==> src/sv/fsc_pkg.sv <==
`default_nettype none

package fsc_pkg;

	// Number formats
	localparam int COORD_BITS  = 16;
	localparam int COEF_BITS   = 16;
	localparam int NORMAL_FRAC = 14;
	localparam int RAD_BITS    = COORD_BITS - 1;

	// Side planes held in registers and the number actually swept
	localparam int SIDE_PLANES = 4;
	localparam int PLANE_REGS  = 4;
	localparam int PLANES_USED = (SIDE_PLANES > PLANE_REGS) ? PLANE_REGS : SIDE_PLANES;
	localparam int PIDX_BITS   = $clog2(PLANE_REGS);

	// Datapath widths
	localparam int E_BITS     = ((COORD_BITS > COEF_BITS) ? COORD_BITS : COEF_BITS) + 1;
	localparam int PROD_BITS  = COEF_BITS + E_BITS;
	localparam int SUM_BITS   = PROD_BITS + 3;
	localparam int WIDE_BITS  = SUM_BITS + 1;
	localparam int SCALE_BITS = 16;
	localparam int RS_BITS    = RAD_BITS + SCALE_BITS + 2;
	localparam int DEPTH_BITS = COORD_BITS + COEF_BITS;
	localparam int PF_BITS    = 24;
	localparam int PIX_SHIFT  = 22;
	localparam int PIX_BITS   = 32;
	localparam int PIX_PROD   = DEPTH_BITS + PF_BITS;

	// Configuration port
	localparam int CFG_IDX_BITS  = 3;
	localparam int CFG_DATA_BITS = 64;
	localparam int VEC_BITS      = 3 * COEF_BITS;

	localparam logic [CFG_IDX_BITS-1:0] REG_PLANE_TOP    = 3'd0;
	localparam logic [CFG_IDX_BITS-1:0] REG_PLANE_RIGHT  = 3'd1;
	localparam logic [CFG_IDX_BITS-1:0] REG_PLANE_BOTTOM = 3'd2;
	localparam logic [CFG_IDX_BITS-1:0] REG_PLANE_LEFT   = 3'd3;
	localparam logic [CFG_IDX_BITS-1:0] REG_EYE_POS      = 3'd4;
	localparam logic [CFG_IDX_BITS-1:0] REG_EYE_DIR      = 3'd5;
	localparam logic [CFG_IDX_BITS-1:0] REG_DEPTH_SCALE  = 3'd6;
	localparam logic [CFG_IDX_BITS-1:0] REG_PIXEL_FACTOR = 3'd7;

	localparam logic [VEC_BITS-1:0]   EYE_DIR_RESET     = 48'hC000_0000_0000;
	localparam logic [SCALE_BITS-1:0] DEPTH_SCALE_RESET = 16'd4096;

	// Request commands
	localparam logic [1:0] CMD_EVAL  = 2'd0;
	localparam logic [1:0] CMD_FOLD  = 2'd1;
	localparam logic [1:0] CMD_CLEAR = 2'd2;

	// Sequencer steps: eye direction dot centre, dot eye offset, then the planes
	localparam int STEP_BITS = 3;
	localparam logic [STEP_BITS-1:0] STEP_DIR_C    = 3'd0;
	localparam logic [STEP_BITS-1:0] STEP_DIR_E    = 3'd1;
	localparam logic [STEP_BITS-1:0] STEP_PLANE0   = 3'd2;
	localparam logic [STEP_BITS-1:0] STEP_LAST_MUL = STEP_BITS'(1 + PLANES_USED);
	localparam logic [STEP_BITS-1:0] STEP_FIN      = STEP_BITS'(3 + PLANES_USED);

	localparam logic [COORD_BITS-1:0] COORD_MAX = {1'b0, {(COORD_BITS-1){1'b1}}};
	localparam logic [COORD_BITS-1:0] COORD_MIN = {1'b1, {(COORD_BITS-1){1'b0}}};

	typedef struct packed {
		logic [PLANE_REGS-1:0][CFG_DATA_BITS-1:0] plane;
		logic [VEC_BITS-1:0]                      eye_pos;
		logic [VEC_BITS-1:0]                      eye_dir;
		logic [SCALE_BITS-1:0]                    depth_scale;
		logic [PF_BITS-1:0]                       pixel_factor;
	} cfg_t;

	typedef struct packed {
		logic                 load;
		logic                 mul_en;
		logic [STEP_BITS-1:0] step;
		logic                 fin;
	} dp_ctrl_t;

	// Drop the fraction towards minus infinity, then saturate to the coordinate range
	function automatic logic [COORD_BITS-1:0] to_coord(input logic signed [WIDE_BITS-1:0] v);
		logic [WIDE_BITS-NORMAL_FRAC-1:0]          s;
		logic [WIDE_BITS-NORMAL_FRAC-COORD_BITS:0] hi;
		logic [COORD_BITS-1:0]                     r;
		s  = v[WIDE_BITS-1:NORMAL_FRAC];
		hi = s[WIDE_BITS-NORMAL_FRAC-1:COORD_BITS-1];
		if (hi == '0 || hi == '1) begin
			r = s[COORD_BITS-1:0];
		end else if (s[WIDE_BITS-NORMAL_FRAC-1]) begin
			r = COORD_MIN;
		end else begin
			r = COORD_MAX;
		end
		return r;
	endfunction

endpackage

`default_nettype wire

==> src/sv/fsc_ctrl.sv <==
`default_nettype none

module fsc_ctrl (
	input  wire logic       clk,
	input  wire logic       arst_n,
	input  wire logic       in_valid,
	output logic            in_stall,
	output logic            out_valid,
	input  wire logic       out_stall,
	output fsc_pkg::dp_ctrl_t ctrl
);

	localparam logic [1:0] ST_IDLE = 2'd0;
	localparam logic [1:0] ST_RUN  = 2'd1;
	localparam logic [1:0] ST_HOLD = 2'd2;

	logic [1:0]                    state_q;
	logic [fsc_pkg::STEP_BITS-1:0] step_q;
	logic                          out_valid_q;
	logic                          accept;
	logic                          slot_free;
	logic                          at_fin;
	logic                          fin;

	// Take a request only when idle; finish once the result register is free
	always_comb begin
		accept    = in_valid && (state_q == ST_IDLE);
		slot_free = !out_valid_q || !out_stall;
		at_fin    = ((state_q == ST_RUN) && (step_q == fsc_pkg::STEP_FIN)) ||
		            (state_q == ST_HOLD);
		fin       = at_fin && slot_free;
	end

	always_comb begin
		ctrl.load   = accept;
		ctrl.mul_en = (state_q == ST_RUN) && (step_q <= fsc_pkg::STEP_LAST_MUL);
		ctrl.step   = step_q;
		ctrl.fin    = fin;
	end

	// Advance the step sequence
	always_ff @(posedge clk or negedge arst_n) begin
		if (!arst_n) begin
			state_q <= ST_IDLE;
			step_q  <= '0;
		end else begin
			unique case (state_q)
				ST_IDLE: begin
					if (accept) begin
						state_q <= ST_RUN;
						step_q  <= '0;
					end
				end
				ST_RUN: begin
					if (step_q == fsc_pkg::STEP_FIN) begin
						state_q <= fin ? ST_IDLE : ST_HOLD;
					end else begin
						step_q <= step_q + 1'b1;
					end
				end
				ST_HOLD: begin
					if (fin) begin
						state_q <= ST_IDLE;
					end
				end
				default: state_q <= ST_IDLE;
			endcase
		end
	end

	// Hold the result valid until taken
	always_ff @(posedge clk or negedge arst_n) begin
		if (!arst_n) begin
			out_valid_q <= 1'b0;
		end else begin
			out_valid_q <= fin || (out_valid_q && out_stall);
		end
	end

	assign in_stall  = (state_q != ST_IDLE);
	assign out_valid = out_valid_q;

endmodule

`default_nettype wire

==> config.mk <==
export PLATFORM = sky130hd
export DESIGN_NAME = fsc_ctrl
export DESIGN_NICKNAME = d
export VERILOG_FILES = /design/src/sv/fsc_pkg.sv /design/src/sv/fsc_ctrl.sv
export SDC_FILE = /design/constraint.sdc
export NUM_CORES = 1
export LEC_CHECK = 0
export BUFFER_PORTS_ARGS = -buffer_cell sky130_fd_sc_hd__buf_2
export CAP_MARGIN = 10
export CORE_AREA = 3 3 40 42
export DETAILED_ROUTE_END_ITERATION = 8
export DIE_AREA = 0 0 43 45
export GPL_TIMING_DRIVEN = 0
export HOLD_SLACK_MARGIN = 0.03
export PLACE_DENSITY_LB_ADDON = 0.25
export SYNTH_ARGS = -nofsm -noshare
export SYNTH_HDL_FRONTEND = slang
export SYNTH_SLANG_ARGS = --single-unit
==> constraint.sdc <==
create_clock -name clk -period 1.5 [get_ports clk]
set_clock_uncertainty 0.2 [all_clocks]
set_input_delay 0.3 -clock clk [delete_from_list [all_inputs] [get_ports clk]]
set_output_delay 0.3 -clock clk [all_outputs]
set_load 0.1 [all_outputs]
==> out/results.ini <==
[status]
violations=setup timing
status=complete, but fails checks

[routing]
wire_per_inst_um=11.7
routed_wl_um=921
dr_wl_met2_um=456
drtIter0Drc=6
met1_length_um=404
antenna_left=0
first_pass_iters=4
vias_per_cell=4.86
drc=0
wl_met3_um=44
num_vias=384
dr.max_layer_used=met4

[global_routing]
grt_pass1_vias=375
grt_pass1_wl_um=1580
overflow=0
grt.total_usage_pct=11.5
grt_max_degree=8
antenna_found_initial=0

[cts]
insertion_delay_ps=240
clockBufferDepth=2
cts.reportedPaths.clkPinSlew_ps=40
numCtsBuffers=3
htreeDepth=1
cts.sinks=6
cts_root_buffer=clkbuf_4
cts_tree=yes

[worst_setup_path]
worstPathCellList=ha_4 -> ha_4 -> nand3b_4 -> a21boi_4 -> buf_12
cp.arrival_ps=1370
critPathLaunch=step_q[0]
critPathMaxStageDelay_ps=430
crit_buf_inv=1
cp_max_fo=2
crit_type=flip-flop to output port
startpoint_type=flip-flop
crit_required_ps=1000
crit_family=flip-flops
cp-end-kind=output port
timing.critical_path.mode_cell=ha_4
cp_slowest_cell=dfrtp_4
rr_startpoint=step_q[0]

[cells_and_area]
num_antenna_cells=0
mostFrequentLayoutCell=buf_4
drive_gt1_share_pct=70.3
syn2layout_area_growth_pct=96.2
most-common-layout-cells=buf_4 (10), buf_12 (6), buf_6 (5)
nets=72

[yosys]
synth_cells=39
ys.warnings.count=0
post_synth.cell_area_avg_um2=10.0
syn_nets=45
synth_cell_types=15
yosys_register_bits=6
syn_area_um2=392
ys_seq_area_share_pct=38.3

[sta]
report.final.slew_viol_count=0
min_period_ps=1870
fmax_ghz=0.534
timing.setup.tns_ps=-2350
hold_viol_final=0
finalWorstSetupSlack_ps=-372
setup_viol=11
tightest_slew_ps=280
max_slew_margin_pct=81.5
rsz0062_at_grt=true
post-route-period-util_pct=125

[placement]
place_ws_ps=-541
portBuffers=11
gp_congestion=0.670
dp_hpwl_um=584

[min_path]
worstHoldStart=out_stall
hold_class=primary input to flip-flop

[floorplanning]
die-area_um2=1940
ios=12
die_h_um=45
start_util_pct=30.5
rows=13
die_x_um=43
coreArea_um2=1280

[flow_run]
maxCapViolCount=0

-- cells by family (layout without fill, tap and decap cells) --
kind of cell	count (synthesis)	in the layout	share of synthesized area, %
buffers and inverters	7	32	10.5
AO/OA/AOI/OAI	8	8	19.8
AND/OR/NAND/NOR	16	16	24.9
flip-flops	6	6	38.3
adder cells (fa/ha/maj)	2	2	6.39
-- registers in the layout, summed over array words and instances (netlist names) --
name and cells:
out_valid 1, step_q 3, state_q 2
-- tightest hold or removal path: stages --
cell,delay (ps)
buf_2,70
nand2_1,70
nand3_1,80
-- routing by layer --
layer / global-route usage, % / up-vias
met5: 0 / -
met4: 9.64 / 0
met3: 3.19 / 2
met2: 17.4 / 15
met1: 13.6 / 183
li1: - / 184
-- Yosys cell counts --
master / n / area (um2)
nand2b_1: 5 / 31.3
nand3_1: 4 / 20.0
o221ai_2: 3 / 45.0
a21boi_1: 1 / 7.51
a21oi_1: 3 / 15.0
nand3b_2: 1 / 11.3
inv_1: 4 / 15.0
buf_4: 2 / 15.0
or2_4: 2 / 17.5
nor2_2: 1 / 6.26
o21ba_2: 1 / 10.0
nand2_1: 3 / 11.3
buf_6: 1 / 11.3
ha_1: 2 / 25.0
dfrtp_1: 6 / 150
-- cell type report --
type                            count  area, um2
Fill cell                         112        517
Multi-Input combinational cell     26        273
Timing Repair Buffer               24        265
Sequential cell                     6        163
Clock buffer                        3       22.5
Tap cell                           15       18.8
Inverter                            4       15.0
Buffer                              1       11.3
-- final timing paths --
path / to / slack (ps) / depth (start not counted)
worst max register to register: step_q[2] / -230 / 6
min in group asynchronous: state_q[0] / 210 / 2
worst min-delay path: out_valid / 120 / 3
worst max-delay path: ctrl[0] / -370 / 5
worst min register to register: out_valid / 340 / 2
max in group asynchronous: step_q[0] / 740 / 2
-- per-stage QoR --
| stage | cell area (um2) | utilization, % | hold WS [ps] | instances |
|---|---|---|---|---|
| final | 768 | 59.8 | 118 | 79 |
| after global routing | 768 | 59.8 | 140 | 79 |
| after floorplan | 478 | - | -196 | 39 |
| after CTS | 723 | 56.3 | 116 | 77 |
| after global placement | 552 | 42.9 | -76.6 | 65 |
| after detailed placement | 552 | 42.9 | -75.9 | 65 |
-- timing repair --
action | CTS | global route
endpoints found under the hold margin | 6 | 0
hold buffers | 1 | 0
buffers inserted | 10 | 2
resized for setup | 27 | 6
pin swaps | 6 | 2
setup endpoints to repair | 11 | 11
Power is not shown: default switching activity piles up to over one toggle a cycle in this logic, so the estimate is an artifact.
