<file path="src/sv/fsc_pkg.sv">
`default_nettype none

package fsc_pkg;

	// Number formats
	localparam int COORD_BITS  = 16;
	localparam int COEF_BITS   = 16;
	localparam int NORMAL_FRAC = 14;
	localparam int RAD_BITS    = COORD_BITS - 1;

	// Side planes held in registers and the number actually swept
	localparam int SIDE_PLANES = 4;
	localparam int PLANE_REGS  = 4;
	localparam int PLANES_USED = (SIDE_PLANES > PLANE_REGS) ? PLANE_REGS : SIDE_PLANES;
	localparam int PIDX_BITS   = $clog2(PLANE_REGS);

	// Datapath widths
	localparam int E_BITS     = ((COORD_BITS > COEF_BITS) ? COORD_BITS : COEF_BITS) + 1;
	localparam int PROD_BITS  = COEF_BITS + E_BITS;
	localparam int SUM_BITS   = PROD_BITS + 3;
	localparam int WIDE_BITS  = SUM_BITS + 1;
	localparam int SCALE_BITS = 16;
	localparam int RS_BITS    = RAD_BITS + SCALE_BITS + 2;
	localparam int DEPTH_BITS = COORD_BITS + COEF_BITS;
	localparam int PF_BITS    = 24;
	localparam int PIX_SHIFT  = 22;
	localparam int PIX_BITS   = 32;
	localparam int PIX_PROD   = DEPTH_BITS + PF_BITS;

	// Configuration port
	localparam int CFG_IDX_BITS  = 3;
	localparam int CFG_DATA_BITS = 64;
	localparam int VEC_BITS      = 3 * COEF_BITS;

	localparam logic [CFG_IDX_BITS-1:0] REG_PLANE_TOP    = 3'd0;
	localparam logic [CFG_IDX_BITS-1:0] REG_PLANE_RIGHT  = 3'd1;
	localparam logic [CFG_IDX_BITS-1:0] REG_PLANE_BOTTOM = 3'd2;
	localparam logic [CFG_IDX_BITS-1:0] REG_PLANE_LEFT   = 3'd3;
	localparam logic [CFG_IDX_BITS-1:0] REG_EYE_POS      = 3'd4;
	localparam logic [CFG_IDX_BITS-1:0] REG_EYE_DIR      = 3'd5;
	localparam logic [CFG_IDX_BITS-1:0] REG_DEPTH_SCALE  = 3'd6;
	localparam logic [CFG_IDX_BITS-1:0] REG_PIXEL_FACTOR = 3'd7;

	localparam logic [VEC_BITS-1:0]   EYE_DIR_RESET     = 48'hC000_0000_0000;
	localparam logic [SCALE_BITS-1:0] DEPTH_SCALE_RESET = 16'd4096;

	// Request commands
	localparam logic [1:0] CMD_EVAL  = 2'd0;
	localparam logic [1:0] CMD_FOLD  = 2'd1;
	localparam logic [1:0] CMD_CLEAR = 2'd2;

	// Sequencer steps: eye direction dot centre, dot eye offset, then the planes
	localparam int STEP_BITS = 3;
	localparam logic [STEP_BITS-1:0] STEP_DIR_C    = 3'd0;
	localparam logic [STEP_BITS-1:0] STEP_DIR_E    = 3'd1;
	localparam logic [STEP_BITS-1:0] STEP_PLANE0   = 3'd2;
	localparam logic [STEP_BITS-1:0] STEP_LAST_MUL = STEP_BITS'(1 + PLANES_USED);
	localparam logic [STEP_BITS-1:0] STEP_FIN      = STEP_BITS'(3 + PLANES_USED);

	localparam logic [COORD_BITS-1:0] COORD_MAX = {1'b0, {(COORD_BITS-1){1'b1}}};
	localparam logic [COORD_BITS-1:0] COORD_MIN = {1'b1, {(COORD_BITS-1){1'b0}}};

	typedef struct packed {
		logic [PLANE_REGS-1:0][CFG_DATA_BITS-1:0] plane;
		logic [VEC_BITS-1:0]                      eye_pos;
		logic [VEC_BITS-1:0]                      eye_dir;
		logic [SCALE_BITS-1:0]                    depth_scale;
		logic [PF_BITS-1:0]                       pixel_factor;
	} cfg_t;

	typedef struct packed {
		logic                 load;
		logic                 mul_en;
		logic [STEP_BITS-1:0] step;
		logic                 fin;
	} dp_ctrl_t;

	// Drop the fraction towards minus infinity, then saturate to the coordinate range
	function automatic logic [COORD_BITS-1:0] to_coord(input logic signed [WIDE_BITS-1:0] v);
		logic [WIDE_BITS-NORMAL_FRAC-1:0]          s;
		logic [WIDE_BITS-NORMAL_FRAC-COORD_BITS:0] hi;
		logic [COORD_BITS-1:0]                     r;
		s  = v[WIDE_BITS-1:NORMAL_FRAC];
		hi = s[WIDE_BITS-NORMAL_FRAC-1:COORD_BITS-1];
		if (hi == '0 || hi == '1) begin
			r = s[COORD_BITS-1:0];
		end else if (s[WIDE_BITS-NORMAL_FRAC-1]) begin
			r = COORD_MIN;
		end else begin
			r = COORD_MAX;
		end
		return r;
	endfunction

endpackage

`default_nettype wire

</file>
<file path="src/sv/fsc_cfg.sv">
`default_nettype none

module fsc_cfg (
	input  wire logic                                 clk,
	input  wire logic                                 arst_n,
	input  wire logic                                 cfg_we,
	input  wire logic [fsc_pkg::CFG_IDX_BITS-1:0]     cfg_index,
	input  wire logic [fsc_pkg::CFG_DATA_BITS-1:0]    cfg_wdata,
	output fsc_pkg::cfg_t                             cfg
);

	fsc_pkg::cfg_t cfg_q;

	// Write one register per enabled cycle
	always_ff @(posedge clk or negedge arst_n) begin
		if (!arst_n) begin
			cfg_q.plane        <= '0;
			cfg_q.eye_pos      <= '0;
			cfg_q.eye_dir      <= fsc_pkg::EYE_DIR_RESET;
			cfg_q.depth_scale  <= fsc_pkg::DEPTH_SCALE_RESET;
			cfg_q.pixel_factor <= '0;
		end else if (cfg_we) begin
			unique case (cfg_index)
				fsc_pkg::REG_PLANE_TOP:    cfg_q.plane[0] <= cfg_wdata;
				fsc_pkg::REG_PLANE_RIGHT:  cfg_q.plane[1] <= cfg_wdata;
				fsc_pkg::REG_PLANE_BOTTOM: cfg_q.plane[2] <= cfg_wdata;
				fsc_pkg::REG_PLANE_LEFT:   cfg_q.plane[3] <= cfg_wdata;
				fsc_pkg::REG_EYE_POS:      cfg_q.eye_pos <= cfg_wdata[fsc_pkg::VEC_BITS-1:0];
				fsc_pkg::REG_EYE_DIR:      cfg_q.eye_dir <= cfg_wdata[fsc_pkg::VEC_BITS-1:0];
				fsc_pkg::REG_DEPTH_SCALE: begin
					cfg_q.depth_scale <= cfg_wdata[fsc_pkg::SCALE_BITS-1:0];
				end
				fsc_pkg::REG_PIXEL_FACTOR: begin
					cfg_q.pixel_factor <= cfg_wdata[fsc_pkg::PF_BITS-1:0];
				end
			endcase
		end
	end

	assign cfg = cfg_q;

endmodule

`default_nettype wire

</file>
<file path="config.mk">
export PLATFORM = sky130hd
export DESIGN_NAME = fsc_cfg
export DESIGN_NICKNAME = d
export VERILOG_FILES = /design/src/sv/fsc_pkg.sv /design/src/sv/fsc_cfg.sv
export SDC_FILE = /design/constraint.sdc
export NUM_CORES = 1
export LEC_CHECK = 0
export BUFFER_PORTS_ARGS = -buffer_cell sky130_fd_sc_hd__buf_2
export CORE_AREA = 2 2 182 184
export CTS_CLUSTER_SIZE = 28
export DETAILED_ROUTE_END_ITERATION = 8
export DIE_AREA = 0 0 184 186
export GPL_TIMING_DRIVEN = 0
export MAX_ROUTING_LAYER = met4
export PLACE_DENSITY = 0.69
export SYNTH_ARGS = -nofsm -noshare
export SYNTH_HDL_FRONTEND = slang
export SYNTH_SLANG_ARGS = --single-unit
</file>
<file path="constraint.sdc">
create_clock -name clk -period 2.25 [get_ports clk]
set_clock_uncertainty 0.2 [all_clocks]
set_input_delay 0.45 -clock clk [delete_from_list [all_inputs] [get_ports clk]]
set_output_delay 0.45 -clock clk [all_outputs]
set_load 0.01 [all_outputs]
</file>
==> results of run 1 <==
Yosys cell counts:
master and n:
and4bb_1 1, and4bb_2 1, buf_2 19, buf_4 11, buf_6 14, dfrtp_1 389, dfstp_2 3, mux2_1 76
mux2_2 316, nand4_1 1, nand4b_1 2, nand4b_2 1, nor4b_2 1, nor4bb_1 1
timing repair:
item / 4_1_cts / 5_1_grt
hold buffers: 18 / 0
endpoints found under the setup margin: 0 / 210
resized for setup: 0 / 0
hold endpoints to repair: 111 / 0
worst max path at each step:
stage                to  cells after the start    startpoint  slack, ns
2_1_floorplan  cfg[136]                      5  cfg_index[1]       0.38
3_3_place_gp   cfg[129]                      1        arst_n      -7.06
3_5_place_dp   cfg[142]                      5  cfg_index[0]       0.01
4_1_cts        cfg[180]                      4        arst_n       0.14
5_1_grt         cfg[87]                      4        arst_n       0.13
6_report        cfg[87]                      4        arst_n       0.31
final cells by class:
cell class              instances  area share
plain buffers                  44      0.0175
clock buffers                  61      0.0633
flip-flops and latches        392       0.512
repair buffers                481       0.136
clock inverters                15     0.00959
multi-input cells             400       0.235
well taps                     408      0.0266
kinds of logic after synthesis:
group | after synthesis | share of synthesized area
buf+inv | 44 | 0.0229
flops | 392 | 0.670
mux | 392 | 0.301
simple gates | 8 | 0.00606
power by group:
| group | switching [uW] | internal, uW | total, uW |
|---|---|---|---|
| logic | 2370 | 2240 | 4610 |
| clock network | 2740 | 4200 | 6950 |
| registers | 727 | 8610 | 9340 |
placed cells by master, fill, tap and decap left out, types with 2 or more instances in the layout:
| cell type | count |
|---|---|
| clkbuf_16 | 45 |
| buf_16 | 3 |
| clkbuf_8 | 7 |
| mux2_1 | 76 |
| buf_6 | 14 |
| dlygate4sd3_1 | 18 |
| mux2_2 | 316 |
| dfstp_2 | 3 |
| buf_2 | 476 |
| bufinv_16 | 4 |
| clkbuf_1 | 11 |
| nand4b_1 | 2 |
| buf_4 | 11 |
| clkinvlp_4 | 2 |
| clkinv_2 | 8 |
| dfrtp_1 | 389 |
layer usage:
layer | vias to the layer above | share of wire | global-route usage
met2 | 329 | 0.50 | 0.375
met5 | - | 0 | -
met4 | 0 | 0.030 | 0.0781
met3 | 69 | 0.075 | 0.0626
li1 | 4038 | - | -
met1 | 4737 | 0.39 | 0.267
through the flow:
step / TNS (ns) / instance area, um^2
5_1_grt: 0 / 19200
6_report: 0 / 19200
3_5_place_dp: 0 / 17500
2_1_floorplan: 0 / 14700
4_1_cts: 0 / 19100
3_3_place_gp: -2741.77 / 17500
==> impl_metrics.ini, run 1 <==
[finish]
diodes = 0
register_area_um2 = 9810
fillers = 2608
post-route-util = 0.595
fin_nets = 1430
syn_to_final_growth_pct = 30.9
drive_above_1_share = 0.642
finalNonFillerCells = 1801
multi_input_area_um2 = 4500
largest_register_ffs = 392

[min_path]
hp-start = cfg_wdata[31]
min_path_cells = 2
min_path_type = in -> reg
worstHoldEndpoint = cfg[295]

[clock_tree]
worstSkewPairLatency_ns = 0.52
post-cts-setup-buffer-count = 0
h-tree-depth = 2
numCtsBuffers = 41
clkTransAtPathRegs_ns = 0.06
cts_tree = built
cts_sinks = 392
cts_max_path_buffers = 3
root_buffer = clkbuf_16

[routing]
first_iter_violations = 347
wire_per_inst_um = 21.1
drc = 0
via_count = 9173
drt-vias-per-instance = 5.09
wl_um = 38000
ant_nets = 0
first_pass_iters = 4

[placed_design]
port_buffers = 458
place_worst_setup_slack_ns = 0.0137
place_congestion = 0.790
dp.final_hpwl_um = 26700
dp.cells = 1705

[setup_path]
critPathLaunchType = primary input
regToRegSetupSlack_ns = 1.24
critPathKind = in -> async
rr_worst_depth = 1
path_buf_inv = 4
cp_slowest_stage_delay_ns = 0.56
cp_max_fo = 95
crit_required_ns = 2.68
worstPathArrival_ns = 2.36
cp_top_family = buffers and inverters
cp-end-kind = async pin
cpMaxStageDelayCell = dlygate4sd3_1
worstPathCellList = dlygate4sd3_1 -> buf_8 -> buf_16 -> clkbuf_16
rr_endpoint = cfg[310]
r2r_start = cfg[310]

[grt]
grt_max_degree = 126
grt_pass1_vias = 9648
grt_pass1_wl_um = 57100
grt_use_total = 0.226
overflow = 0
antenna_found_initial = 0

[die]
fp-row-count = 66
start_util = 0.455
die_w_um = 184
ios = 462
dieArea_um2 = 34200
core_area_um2 = 32200
fp.dieH_um = 186

[timing]
worstMarginPinSlew_ns = 0.522
rsz0062_at_grt = false
timing.slew.headroom = 0.652
fin_crit_ns = 1.94
postLayoutSetupSlackWorst_ns = 0.315
holdWs_ns = 0.0220
maxSlewViolCount = 0
hold_violations = 0
clock.fmax_mhz = 517
finalSetupViolCount = 0
timing.final.crit_share = 0.860

[synth]
yosysUniqueCellTypes = 14
syn_area_per_cell_um2 = 17.5
synth_nets = 906
synth_area_leaders = dfrtp_1, mux2_2, mux2_1, buf_6, buf_2
yosysWarningCount = 0
ys_seq_area_frac = 0.670
ys_ff_latch = 392
yosys.area.top_type = dfrtp_1
yosys.area.top_type_share = 0.664
netlist_area_um2 = 14700
synthCells = 836

[power]
finalPower_uw = 20900
power-per-cell-area_nw_per_um2 = 1090
ir_drop_mv = 0.677
p_leak_uw = 0.00928

[outcome]
status = finished clean

[run]
cap_viol_max_count = 0
Note: power is estimated with default switching activity, not from simulation.
==> run 2: changes to the inputs <==
- ABC_AREA: not set -> 1
- CORE_AREA: 2 2 182 184 -> 2 2 180 182
- DIE_AREA: 0 0 184 186 -> 0 0 182 184
- PLACE_DENSITY: 0.69 -> 0.73
==> impl_metrics.ini, run 2 <==
[clock_tree]
cts_tree = built
cts_max_path_buffers = 3
worstSkewPairLatency_ns = 0.52
cts_resized = 0
clkTransAtPathRegs_ns = 0.06
cts_sinks = 392
h-tree-depth = 2
numCtsBuffers = 40
root_buffer = clkbuf_16

[run]
cap_viol_max_count = 0

[setup_path]
critPathLaunchType = primary input
cp-end-kind = async pin
critPathKind = in -> async
cp_max_fo = 86
regToRegSetupSlack_ns = 1.33
crit_required_ns = 2.68
crit_start = arst_n
r2r_start = cfg[87]
worstPathArrival_ns = 2.35

[synth]
synth_nets = 1784
yosysWarningCount = 0
ys_ff_latch = 392
ys_top_cells_by_count = nand2_1, dfrtp_1, nand3_1
yosys.area.top_type = dfrtp_1
synth_flop_cell = dfrtp_1
synthCells = 1714
synth_area_leaders = dfrtp_1, nand2_1, nand3_1, buf_2, clkbuf_1
syn_area_per_cell_um2 = 8.86
netlist_area_um2 = 15200
synth_async_sr_flop_share = 1.00
ys_seq_area_frac = 0.646
synth-edff-count = 0
yosysMostFrequentCell = nand2_1
yosys.area.top_type_share = 0.641
yosysUniqueCellTypes = 12

[timing]
worstMarginPinSlew_ns = 0.885
timing.final.crit_share = 0.856
holdWs_ns = 0.0184
finalSetupViolCount = 0
hold_violations = 0
setup-tns-final_ns = 0
fin_crit_ns = 1.93
clock.fmax_mhz = 519
timing.slew.headroom = 0.409
maxSlewViolCount = 0
rsz0062_at_grt = false

[finish]
fillers = 2726
fin_nets = 2284
final_common_cell = nand2_1
drive_above_1_share = 0.269
largest_register_ffs = 392
syn_to_final_growth_pct = 28.1
layout_common_cells = nand2_1, buf_2, dfrtp_1, nand3_1, clkbuf_1

[power]
finalPower_uw = 19900
power-per-cell-area_nw_per_um2 = 1020
p_leak_uw = 0.0114
ir_drop_mv = 0.678

[grt]
overflow = 0
grt_use_total = 0.316
antenna_found_initial = 3
grt_pass1_vias = 13500
grt_pass1_wl_um = 78600
grt_max_degree = 125

[min_path]
hp-start = cfg_wdata[55]
min_path_type = in -> reg

[routing]
ant_nets = 0
drc = 0
via_count = 13800
first_iter_violations = 1134
first_pass_iters = 6
drt-vias-per-instance = 5.21
wl_um = 51700
wire_per_inst_um = 19.5

[placed_design]
port_buffers = 445
place_congestion = 0.907
dp.final_hpwl_um = 36100

[die]
die_w_um = 182
fp.dieH_um = 184
core_area_um2 = 31400
start_util = 0.484
ios = 462
fp-row-count = 65
dieArea_um2 = 33500

[outcome]
status = finished clean
[run 2: changes by cell type in the layout (fill, tap and decap cells not counted), sizes merged, moves of 4 or more]
cell         before  now
buf             505  518
nor2              0    8
inv               1    6
nand2             0  949
nand3             0  240
clkinv            8   12
mux2            392    0
dlygate4sd3      18    8
clkbuf           63  107
[run 2: power breakdown]
| group | switching [uW] | total [uW] | internal, uW | leakage [uW] |
|---|---|---|---|---|
| clock network | 2750 | 6590 | 3840 | 0.000657 |
| registers | 759 | 9140 | 8380 | 0.00493 |
| logic | 2650 | 4190 | 1540 | 0.00582 |
| total | 6160 | 19900 | 13800 | 0.0114 |
[run 2: worst paths after layout]
path / end / cells after the start
max in group clk: cfg[87] / 1
min in group asynchronous: cfg[99] / 2
hold reg to reg: cfg[94] / 2
setup reg to reg: cfg[87] / 2
hold / removal: cfg[383] / 3
setup / recovery: cfg[86] / 4
[run 2: repair_timing]
| item | CTS | global route |
|---|---|---|
| hold endpoints to repair | 73 | 0 |
| hold buffers | 8 | 0 |
| setup endpoints to repair | 0 | 215 |
| buffers inserted | 0 | 0 |
[run 2: stage by stage]
step / instance area, um^2 / util / instances / setup WS [ns]
2_1_floorplan: 15200 / - / 1714 / 0.767
4_1_cts: 19400 / 0.618 / 2643 / 0.115
3_3_place_gp: 17900 / 0.571 / 2561 / -6.99
3_5_place_dp: 18000 / 0.574 / 2564 / -0.204
6_report: 19500 / 0.620 / 2648 / 0.323
5_1_grt: 19500 / 0.620 / 2648 / 0.131
[run 2: worst max-delay path: stages]
cell and delay [ns]:
dlygate4sd3_1 0.56, buf_8 0.40, buf_16 0.43, clkbuf_16 0.42
[run 2: cell families after synthesis]
logic type | Yosys count | share of synthesized area
simple gates | 1197 | 0.317
buf+inv | 125 | 0.0372
flops | 392 | 0.646
[run 2: area by class of cell]
class | instances | area, um^2 | area share
Buffer | 119 | 543 | 0.0279
Inverter | 6 | 22.5 | 0.00116
Multi-Input combinational cell | 1197 | 4810 | 0.247
Clock buffer | 56 | 1200 | 0.0618
Timing Repair Buffer | 458 | 2450 | 0.126
Clock inverter | 15 | 109 | 0.00559
Tap cell | 402 | 503 | 0.0258
Sequential cell | 392 | 9810 | 0.504
Antenna cell | 3 | 7.51 | 0.000386
[run 2: layer usage]
metal,vias up,global-route usage,wire length (um)
li1,6359,-,-
met1,6666,0.405,20600
met2,644,0.495,24600
met3,127,0.0739,4690
met4,0,0.112,1840
met5,-,-,0
==> run 3: changes to the inputs <==
- CORE_AREA: 2 2 180 182 -> 2 2 182 184
- CTS_BUF_LIST: not set -> sky130_fd_sc_hd__clkbuf_2
- DIE_AREA: 0 0 182 184 -> 0 0 184 186
- PLACE_DENSITY: 0.73 -> 0.71
==> impl_metrics.ini, run 3 (synthesis gave the netlist of run 2 again) <==
[die]
core_area_um2 = 32200
ios = 462
fp-row-count = 66
start_util = 0.472
die_w_um = 184
dieArea_um2 = 34200
fp.dieH_um = 186

[clock_tree]
cts_sinks = 392
cts_tree = built
numCtsBuffers = 100
worstSkewPairLatency_ns = 0.93
h-tree-depth = 3
root_buffer = clkbuf_2
cts_max_path_buffers = 3
clkTransAtPathRegs_ns = 0.10

[outcome]
status = finished clean

[finish]
syn_to_final_growth_pct = 31.1
fin_nets = 2425
post-route-util = 0.618
layout_common_cells = nand2_1, buf_2, dfrtp_1, nand3_1, clkbuf_2
final_area_um2 = 19900
drive_above_1_share = 0.292
fillers = 2815
largest_register_ffs = 392
final_common_cell = nand2_1

[timing]
fin_crit_ns = 2.25
timing.final.crit_share = 0.998
finalSetupViolCount = 0
setup-tns-final_ns = 0
maxSlewViolCount = 0
rsz0062_at_grt = true
worstMarginPinSlew_ns = 0.874
clock.fmax_mhz = 445
hold_violations = 0
holdWs_ns = 0.114
timing.slew.headroom = 0.416

[routing]
wl_um = 53700
first_iter_violations = 1074
first_pass_iters = 5
ant_nets = 0
wire_per_inst_um = 18.9
via_count = 14600
drt-vias-per-instance = 5.16
drc = 0

[setup_path]
cp_max_fo = 2
path_buf_inv = 1
crit_required_ns = 1.60
critPathLaunchType = register
cpMaxStageDelayCell = dfstp_2
cp_top_family = flip-flops
worstPathCellList = buf_6
worstPathArrival_ns = 1.60
cp-end-kind = output port
critPathKind = reg -> out
cp_slowest_stage_delay_ns = 0.55

[grt]
grt_pass1_vias = 14500
grt_max_degree = 125
antenna_found_initial = 2
overflow = 0
grt_use_total = 0.322
grt_pass1_wl_um = 81100

[placed_design]
port_buffers = 445
placed_cell_area_um2 = 18000
dp.final_hpwl_um = 36200
place_congestion = 0.862

[power]
p_leak_uw = 0.0118
power-per-cell-area_nw_per_um2 = 928
ir_drop_mv = 0.495
finalPower_uw = 18500

[min_path]
min_path_type = in -> reg

[run]
cap_viol_max_count = 0
==> run 3: stage by stage <==
step                      std cells  setup slack [ns]
after global routing           2833           -0.0950
after floorplan                1714             0.767
final                          2833           0.00488
after global placement         2567             -7.09
after CTS                      2829           -0.0830
after detailed placement       2570            -0.118
==> run 3: routing by layer <==
metal | vias up | track usage | wire length (um)
met5 | - | - | 0
met4 | 0 | 0.156 | 2190
met3 | 144 | 0.0898 | 5040
met2 | 707 | 0.498 | 25200
met1 | 7085 | 0.391 | 21300
li1 | 6675 | - | -
==> run 3: layout make-up <==
class | count | area, um^2 | share of cell area
Antenna cell | 1 | 2.50 | 0.000126
Buffer | 119 | 546 | 0.0274
Clock buffer | 161 | 806 | 0.0405
Clock inverter | 10 | 91.3 | 0.00459
Inverter | 6 | 22.5 | 0.00113
Multi-Input combinational cell | 1197 | 4810 | 0.241
Sequential cell | 392 | 9810 | 0.493
Tap cell | 408 | 510 | 0.0256
Timing Repair Buffer | 539 | 3320 | 0.166
==> run 3: final timing paths <==
check	start	end	slack, ns	cells past startpoint
worst max-delay path	cfg[87]	cfg[87]	0.005	1
worst min-delay path	cfg_wdata[62]	cfg[262]	0.11	4
worst max register to register	cfg[101]	cfg[101]	1.24	3
worst min register to register	cfg[178]	cfg[178]	0.27	2
max in group asynchronous	arst_n	cfg[370]	0.16	5
min in group asynchronous	arst_n	cfg[339]	0.38	3
==> run 3: worst min-delay path: stages <==
cell	delay [ns]
dlygate4sd3_1	0.52
buf_2	0.14
nand3_1	0.08
nand2_1	0.06
==> run 3: what timing repair did <==
item,in CTS,in global routing
hold buffers,83,0
buffers inserted,5,2
endpoints found under the hold margin,679,0
cloned,0,1
gates resized for setup,8,14
setup endpoints to repair,16,123
==> run 3: where the power goes <==
part	internal (uW)	switching, uW
Combinational	1700	2710
Clock	2070	2890
Sequential	8360	762
